--- src/sv/sbsd_pkg.sv ---
// ----------------------------------------------------------------------------
// sbsd_pkg
// Shared types and constants for the sync byte stuffing deframer.
// ----------------------------------------------------------------------------
package sbsd_pkg;

    // Configuration register indexes
    localparam int unsigned CFG_INDEX_W = 8;
    localparam logic [CFG_INDEX_W-1:0] REG_SYNC_VALUE    = 8'd0;
    localparam logic [CFG_INDEX_W-1:0] REG_TIMEOUT_TICKS = 8'd1;

    // Configuration reset values
    localparam logic [7:0]  SYNC_VALUE_RESET    = 8'd170;
    localparam logic [15:0] TIMEOUT_TICKS_RESET = 16'd1000;

    // Input item kinds (carried on s_tuser)
    localparam logic ACT_BYTE = 1'b0;
    localparam logic ACT_TICK = 1'b1;

    // Receiver phase
    typedef enum logic [1:0] {
        PH_HUNT = 2'd0,
        PH_CMD  = 2'd1,
        PH_LEN  = 2'd2,
        PH_DATA = 2'd3
    } phase_t;

    // Result kinds (carried on m_tuser)
    typedef enum logic [1:0] {
        KIND_PAYLOAD = 2'd0,
        KIND_EMPTY   = 2'd1,
        KIND_TIMEOUT = 2'd2
    } kind_t;

    // One result item
    typedef struct packed {
        kind_t      kind;
        logic [7:0] frame_cmd;
        logic [7:0] payload_byte;
        logic [7:0] byte_index;
        logic       last;
    } result_t;

endpackage

--- src/sv/sbsd_core.sv ---
// ----------------------------------------------------------------------------
// sbsd_core
// Frame state machine: sync hunt, command, length and unstuffing of payload
// bytes, plus the idle tick counter. Produces at most one result per item.
// ----------------------------------------------------------------------------
module sbsd_core
    import sbsd_pkg::*;
(
    input  logic        aclk,
    input  logic        aresetn,
    input  logic        item_valid,
    input  logic        item_action,
    input  logic [7:0]  item_byte,
    input  logic [7:0]  sync_value,
    input  logic [15:0] timeout_ticks,
    output logic        res_valid,
    output result_t     res
);

    phase_t      phase_reg,     phase_next;
    logic [7:0]  cmd_reg,       cmd_next;
    logic [7:0]  remaining_reg, remaining_next;
    logic        skip_reg,      skip_next;
    logic [7:0]  count_reg,     count_next;
    logic [15:0] idle_reg,      idle_next;

    // Shared decode
    logic        is_tick;
    logic        is_byte;
    logic [15:0] idle_inc;
    logic        timed_out;
    logic        is_sync;
    logic [7:0]  rem;
    logic        rem_zero;

    assign is_tick   = item_valid && (item_action == ACT_TICK);
    assign is_byte   = item_valid && (item_action == ACT_BYTE);
    assign idle_inc  = (idle_reg == 16'hFFFF) ? idle_reg : idle_reg + 16'd1;
    assign timed_out = idle_inc >= timeout_ticks;
    assign is_sync   = item_byte == sync_value;
    assign rem       = remaining_reg - 8'd1;
    assign rem_zero  = rem == 8'd0;

    // Next state
    always_comb begin
        phase_next     = phase_reg;
        cmd_next       = cmd_reg;
        remaining_next = remaining_reg;
        skip_next      = skip_reg;
        count_next     = count_reg;
        idle_next      = idle_reg;
        if (is_tick) begin
            if (timed_out) begin
                idle_next   = 16'd0;
                skip_next   = 1'b0;
                phase_next  = PH_HUNT;
            end else begin
                idle_next   = idle_inc;
            end
        end else if (is_byte) begin
            idle_next = 16'd0;
            unique case (phase_reg)
                PH_HUNT: begin
                    if (is_sync) phase_next = PH_CMD;
                end
                PH_CMD: begin
                    if (is_sync) begin
                        phase_next = PH_HUNT;
                    end else begin
                        cmd_next   = item_byte;
                        phase_next = PH_LEN;
                    end
                end
                PH_LEN: begin
                    remaining_next = item_byte;
                    count_next     = 8'd0;
                    skip_next      = 1'b0;
                    phase_next     = (item_byte == 8'd0) ? PH_HUNT : PH_DATA;
                end
                PH_DATA: begin
                    remaining_next = rem;
                    if (skip_reg) begin
                        skip_next = 1'b0;
                    end else begin
                        count_next = count_reg + 8'd1;
                        if (is_sync && !rem_zero) skip_next = 1'b1;
                    end
                    if (rem_zero) phase_next = PH_HUNT;
                end
                default: phase_next = PH_HUNT;
            endcase
        end
    end

    // Result for the current item
    always_comb begin
        res_valid        = 1'b0;
        res.kind         = KIND_PAYLOAD;
        res.frame_cmd    = cmd_reg;
        res.payload_byte = 8'd0;
        res.byte_index   = 8'd0;
        res.last         = 1'b1;
        if (is_tick) begin
            if (timed_out) begin
                res_valid = 1'b1;
                res.kind  = KIND_TIMEOUT;
            end
        end else if (is_byte) begin
            unique case (phase_reg)
                PH_LEN: begin
                    if (item_byte == 8'd0) begin
                        res_valid = 1'b1;
                        res.kind  = KIND_EMPTY;
                    end
                end
                PH_DATA: begin
                    if (!skip_reg) begin
                        res_valid        = 1'b1;
                        res.payload_byte = item_byte;
                        res.byte_index   = count_reg;
                        // an escape with at most one raw byte left closes the frame
                        res.last         = is_sync ? (rem <= 8'd1) : rem_zero;
                    end
                end
                default: res_valid = 1'b0;
            endcase
        end
    end

    // State registers
    always_ff @(posedge aclk) begin
        if (!aresetn) begin
            phase_reg     <= PH_HUNT;
            cmd_reg       <= 8'd0;
            remaining_reg <= 8'd0;
            skip_reg      <= 1'b0;
            count_reg     <= 8'd0;
            idle_reg      <= 16'd0;
        end else begin
            phase_reg     <= phase_next;
            cmd_reg       <= cmd_next;
            remaining_reg <= remaining_next;
            skip_reg      <= skip_next;
            count_reg     <= count_next;
            idle_reg      <= idle_next;
        end
    end

    // Checks
    a_timeout_hunts: assert property (@(posedge aclk) disable iff (!aresetn)
        res_valid && (res.kind == KIND_TIMEOUT) |=> phase_reg == PH_HUNT)
        else $error("timeout result did not return to hunting");

    a_skip_in_data: assert property (@(posedge aclk) disable iff (!aresetn)
        skip_reg |-> phase_reg == PH_DATA)
        else $error("skip flag set outside payload phase");

    a_byte_clears_idle: assert property (@(posedge aclk) disable iff (!aresetn)
        is_byte |=> idle_reg == 16'd0)
        else $error("received byte did not clear idle count");

    a_empty_from_len: assert property (@(posedge aclk) disable iff (!aresetn)
        res_valid && (res.kind == KIND_EMPTY) |-> phase_reg == PH_LEN)
        else $error("empty frame result outside length phase");

endmodule

--- src/sv/sync_byte_stuffing_deframer.sv ---
// ----------------------------------------------------------------------------
// sync_byte_stuffing_deframer
// Frame receiver for a sync / command / length / stuffed payload byte stream.
// ----------------------------------------------------------------------------
// Each input transfer is either one received byte or one timer tick
// (s_tuser). The block takes one transfer per clock cycle, sustained: the
// frame state is updated in the same cycle and any result is loaded into a
// single output register, which is refilled in the cycle it is taken, so
// s_tready only drops while that register holds a result that m_tready is
// not taking. A result is visible in the cycle after the transfer that caused
// it. Bytes and ticks that cause no result produce no output transfer.
// Configuration writes (sync value, timeout in ticks) are always accepted and
// should be made while the stream is idle.
module sync_byte_stuffing_deframer
    import sbsd_pkg::*;
(
    input  logic                   aclk,
    input  logic                   aresetn,
    // Input stream
    input  logic                   s_tvalid,
    output logic                   s_tready,
    input  logic [7:0]             s_tdata,   // [7:0] rx_byte
    input  logic                   s_tuser,   // [0] action (0 byte, 1 tick)
    // Result stream
    output logic                   m_tvalid,
    input  logic                   m_tready,
    output logic [23:0]            m_tdata,   // [7:0] frame_cmd, [15:8] payload_byte,
                                              // [23:16] byte_index
    output logic [1:0]             m_tuser,   // [1:0] kind
    output logic                   m_tlast,   // last
    // Configuration writes
    input  logic                   cfg_valid,
    output logic                   cfg_ready,
    input  logic [CFG_INDEX_W-1:0] cfg_index,
    input  logic [15:0]            cfg_data
);

    logic [7:0]  sync_reg;
    logic [15:0] timeout_reg;
    logic        s_accept;
    logic        res_valid;
    result_t     res;
    logic        m_valid_reg, m_valid_next;
    result_t     m_res_reg;

    // Configuration registers
    assign cfg_ready = 1'b1;

    always_ff @(posedge aclk) begin
        if (!aresetn) begin
            sync_reg    <= SYNC_VALUE_RESET;
            timeout_reg <= TIMEOUT_TICKS_RESET;
        end else if (cfg_valid) begin
            unique case (cfg_index)
                REG_SYNC_VALUE:    sync_reg    <= cfg_data[7:0];
                REG_TIMEOUT_TICKS: timeout_reg <= cfg_data;
                default: ;
            endcase
        end
    end

    // Input handshake
    assign s_tready = !m_valid_reg || m_tready;
    assign s_accept = s_tvalid && s_tready;

    sbsd_core u_core (
        .aclk          (aclk),
        .aresetn       (aresetn),
        .item_valid    (s_accept),
        .item_action   (s_tuser),
        .item_byte     (s_tdata),
        .sync_value    (sync_reg),
        .timeout_ticks (timeout_reg),
        .res_valid     (res_valid),
        .res           (res)
    );

    // Output register
    always_comb begin
        m_valid_next = m_valid_reg;
        if (s_accept) begin
            m_valid_next = res_valid;
        end else if (m_tready) begin
            m_valid_next = 1'b0;
        end
    end

    always_ff @(posedge aclk) begin
        if (!aresetn) begin
            m_valid_reg <= 1'b0;
        end else begin
            m_valid_reg <= m_valid_next;
        end
    end

    always_ff @(posedge aclk) begin
        if (s_accept && res_valid) begin
            m_res_reg <= res;
        end
    end

    assign m_tvalid = m_valid_reg;
    assign m_tdata  = {m_res_reg.byte_index, m_res_reg.payload_byte, m_res_reg.frame_cmd};
    assign m_tuser  = m_res_reg.kind;
    assign m_tlast  = m_res_reg.last;

endmodule
--- config.mk ---
export PLATFORM = sky130hd
export DESIGN_NAME = sync_byte_stuffing_deframer
export DESIGN_NICKNAME = d
export VERILOG_FILES = /design/src/sv/sbsd_pkg.sv /design/src/sv/sbsd_core.sv /design/src/sv/sync_byte_stuffing_deframer.sv
export SDC_FILE = /design/constraint.sdc
export NUM_CORES = 1
export LEC_CHECK = 0
export ABC_AREA = 1
export BUFFER_PORTS_ARGS = -buffer_cell sky130_fd_sc_hd__buf_2
export CAP_MARGIN = 15
export CORE_UTILIZATION = 50
export DETAILED_ROUTE_END_ITERATION = 8
export PLACE_DENSITY = 0.75
export SYNTH_ARGS = -nofsm -noshare
export SYNTH_HDL_FRONTEND = slang
export SYNTH_HIERARCHICAL = 1
export SYNTH_SLANG_ARGS = --single-unit
export TNS_END_PERCENT = 1
--- constraint.sdc ---
create_clock -name aclk -period 4.4 [get_ports aclk]
set_clock_uncertainty 0.1 [all_clocks]
set_input_delay 0.44 -clock aclk [delete_from_list [all_inputs] [get_ports aclk]]
set_output_delay 0.44 -clock aclk [all_outputs]
set_load 0.01 [all_outputs]
==> results.yml <==
placement:
  dpl.hpwl_um: 8080
  dpl_cell_area_um2: 5470
  finalWeightedCongestion: 0.933
  io_buffers: 66
yosys:
  synth_top_area_share_pct: 26.7
  synthArstFlopShare_pct: 0
  yosys_warnings: 6
  synth_nets: 725
  synthDistinctLibCells: 37
  ys_seq_area_share_pct: 42.6
  synthFlopType: "dfxtp_1"
  synth_area_per_cell_um2: 7.65
  synth.largest_area_cell: "dfxtp_1"
  synth_area_leaders: "dfxtp_1, edfxtp_1, nand2_1"
  ys_ff_latch: 95
  synth_area_um2: 5090
  synth_cells: 666
  synth-edff-count: 27
final_layout:
  final_common_cell: "nand2_1"
  final_design_area_no_fill_um2: 5670
  final_util_pct: 57.7
  area.growth.synth_to_final_pct: 11.3
  final_cell_mix: "nand2_1, inv_1, nor2_1"
  num_antenna_cells: 0
  fin_nets: 782
  largest_reg_flops: 24
  drive_above_1_share_pct: 16.9
timing:
  holdWs_ps: 228
  setup_tns_ps: 0
  hold_viol_final: 0
  slew_headroom_pct: 37.9
  fin_crit_ps: 3680
  rsz0062_at_grt: "false"
  fmax_ghz: 0.272
  finalCritPeriodShare_pct: 83.7
  setup_viol: 0
  slew_violations: 0
  worst_pin_slew_ps: 931
global_routing:
  grt_pass1_wl_um: 18500
  grt_max_degree: 43
  grt_pass1_vias: 4217
  grt.total_usage_pct: 22.5
  antenna_found_initial: 0
  overflow: 0
worst_hold_path:
  min-delay-start: "cfg_data[8]"
  hold_path.class: "input port to flop"
clocking:
  cts_tree: "yes"
  clockBufferDepth: 2
  cts_buffers: 9
  cts_setup_buffers: 0
  cts.sinks: 95
  cts-resized-gates: 0
  h-tree-depth: 3
  hold_buffers: 0
  cts_root_buffer: "clkbuf_8"
  clk_pin_slew_worst_paths_ps: 110
  clkLatencyLatePin_ps: 380
route:
  wl_met1_um: 4810
  drcViolationCount: 0
  drt_iter0_markers: 163
  drtAntennaViolNets: 0
  wire_per_inst_um: 12.7
  dr.pass1.iters: 5
  top_layer: "met4"
  wl_met2_um: 5320
  wl_met3_um: 484
  num_vias: 4418
  drt_wl_total_um: 10900
  via_per_inst: 5.13
power:
  power_switching_share_pct: 26.8
  ir_worst_vdd_v: 0.000189
  clkPwrFrac_pct: 35.7
  powerDensity_nw_per_um2: 285
  p_switching_uw: 433
  p_leak_uw: 0.00256
  power_uw: 1620
  internal_power_uw: 1180
  pwr-share-seq_pct: 56.4
  power_frac_comb_pct: 7.9
floorplanning:
  rows: 36
  core_um2: 9820
  die_h_um: 103
  dieArea_um2: 10600
  io_pins: 68
  chipWidth_um: 103
  start_util_pct: 51.9
flow_run:
  maxCapViolations: 0
critical_path:
  rr_endpoint: "m_tdata[10]$_DFFE_PP_"
  cp.arrival_ps: 3620
  r2r-start: "u_core/idle_reg[0]$_SDFFE_PN0P_"
  critPathRequiredTime_ps: 4340
  worst-path-max-fanout: 28
  critical_path_class: "flop to flop"
  cp-end-kind: "flop"
  cp-endpoint: "m_tdata[10]$_DFFE_PP_"
  ff2ff_path_depth: 18
  crit_start: "u_core/idle_reg[0]$_SDFFE_PN0P_"
  start_kind: "flop"
  rrSetupSlack_ps: 720
run_status:
  status: "complete, no violations"
[critical path, stage by stage, from the launching register on]
cell,delay (ps)
dfxtp_1,360
ha_1,230
nand2_2,100
inv_2,50
nand2_2,60
or2_4,150
nor2_4,40
inv_2,370
o21ai_0,250
ha_1,330
nand2_1,60
nor4_1,290
nand2_1,120
nand2_1,80
nand2_1,90
nand2_1,80
inv_1,60
nor3_4,160
buf_4,340
[cell usage after synthesis, types with 2 or more instances]
library cell    n
a211oi_1        3
nor4_1          3
xnor2_1        13
a31oi_1         2
inv_2           5
inv_1          94
nand2_1       134
a21oi_1        47
nor3_1          6
nand3_1        48
a21oi_2        10
nand4_1        11
a221oi_1        3
nor2_2          4
o21ai_0        25
xor2_1          8
nor2_1         84
nor2_4          2
buf_4           2
clkbuf_1        6
nand2_4        11
edfxtp_1       27
o221ai_1        3
ha_1           21
dfxtp_1        68
buf_6           3
buf_2           9
nand2_2         5
[cells by family after synthesis]
family | share of synthesized area, %
simple gates | 27.8
buf+inv | 9.97
compound gates | 10.8
flops | 42.6
xor+xnor | 3.61
fa+ha+maj | 5.16
other cells | 0.0736
[layout make-up]
| type | count | area [µm²] |
|---|---|---|
| clock inverter | 6 | 57.6 |
| timing repair buffer | 67 | 338 |
| tap | 133 | 166 |
| fill | 944 | 4150 |
| sequential | 95 | 2170 |
| clock buffer | 10 | 138 |
| multi-input combinational | 451 | 2430 |
| inverter | 99 | 372 |
[power groups by stage]
stage / combinational (µW) / sequential [µW] / clock, µW
final: 128 / 912 / 578
after global routing: 144 / 914 / 619
after CTS: 127 / 912 / 591
after detailed placement: 126 / 932 / 0
after global placement: 122 / 932 / 0
after floorplan: 88.0 / 929 / 0
[routing by layer]
| layer | vias to the layer above | global-route usage [%] |
|---|---|---|
| met4 | 0 | 11.6 |
| met5 | - | 0 |
| met2 | 125 | 39.1 |
| met3 | 32 | 4.81 |
| met1 | 2001 | 26.1 |
| li1 | 2260 | - |
[stage by stage]
step,setup WS [ps],instances
after global placement,889,845
after CTS,681,861
final,717,861
after global routing,420,861
after floorplan,586,666
after detailed placement,737,845
[worst min-delay path by stage]
stage                                   to  slack [ps]  cells past startpoint
6_report       timeout_reg[8]$_SDFFE_PN1P_         230                      3
5_1_grt        timeout_reg[9]$_SDFFE_PN1P_         220                      3
4_1_cts        timeout_reg[8]$_SDFFE_PN1P_         210                      3
3_5_place_dp          m_tdata[0]$_DFFE_PP_         310                      0
3_3_place_gp          m_tdata[1]$_DFFE_PP_         310                      0
2_1_floorplan         m_tdata[0]$_DFFE_PP_         310                      0
No activity file was read; power rests on OpenSTA's default activity.
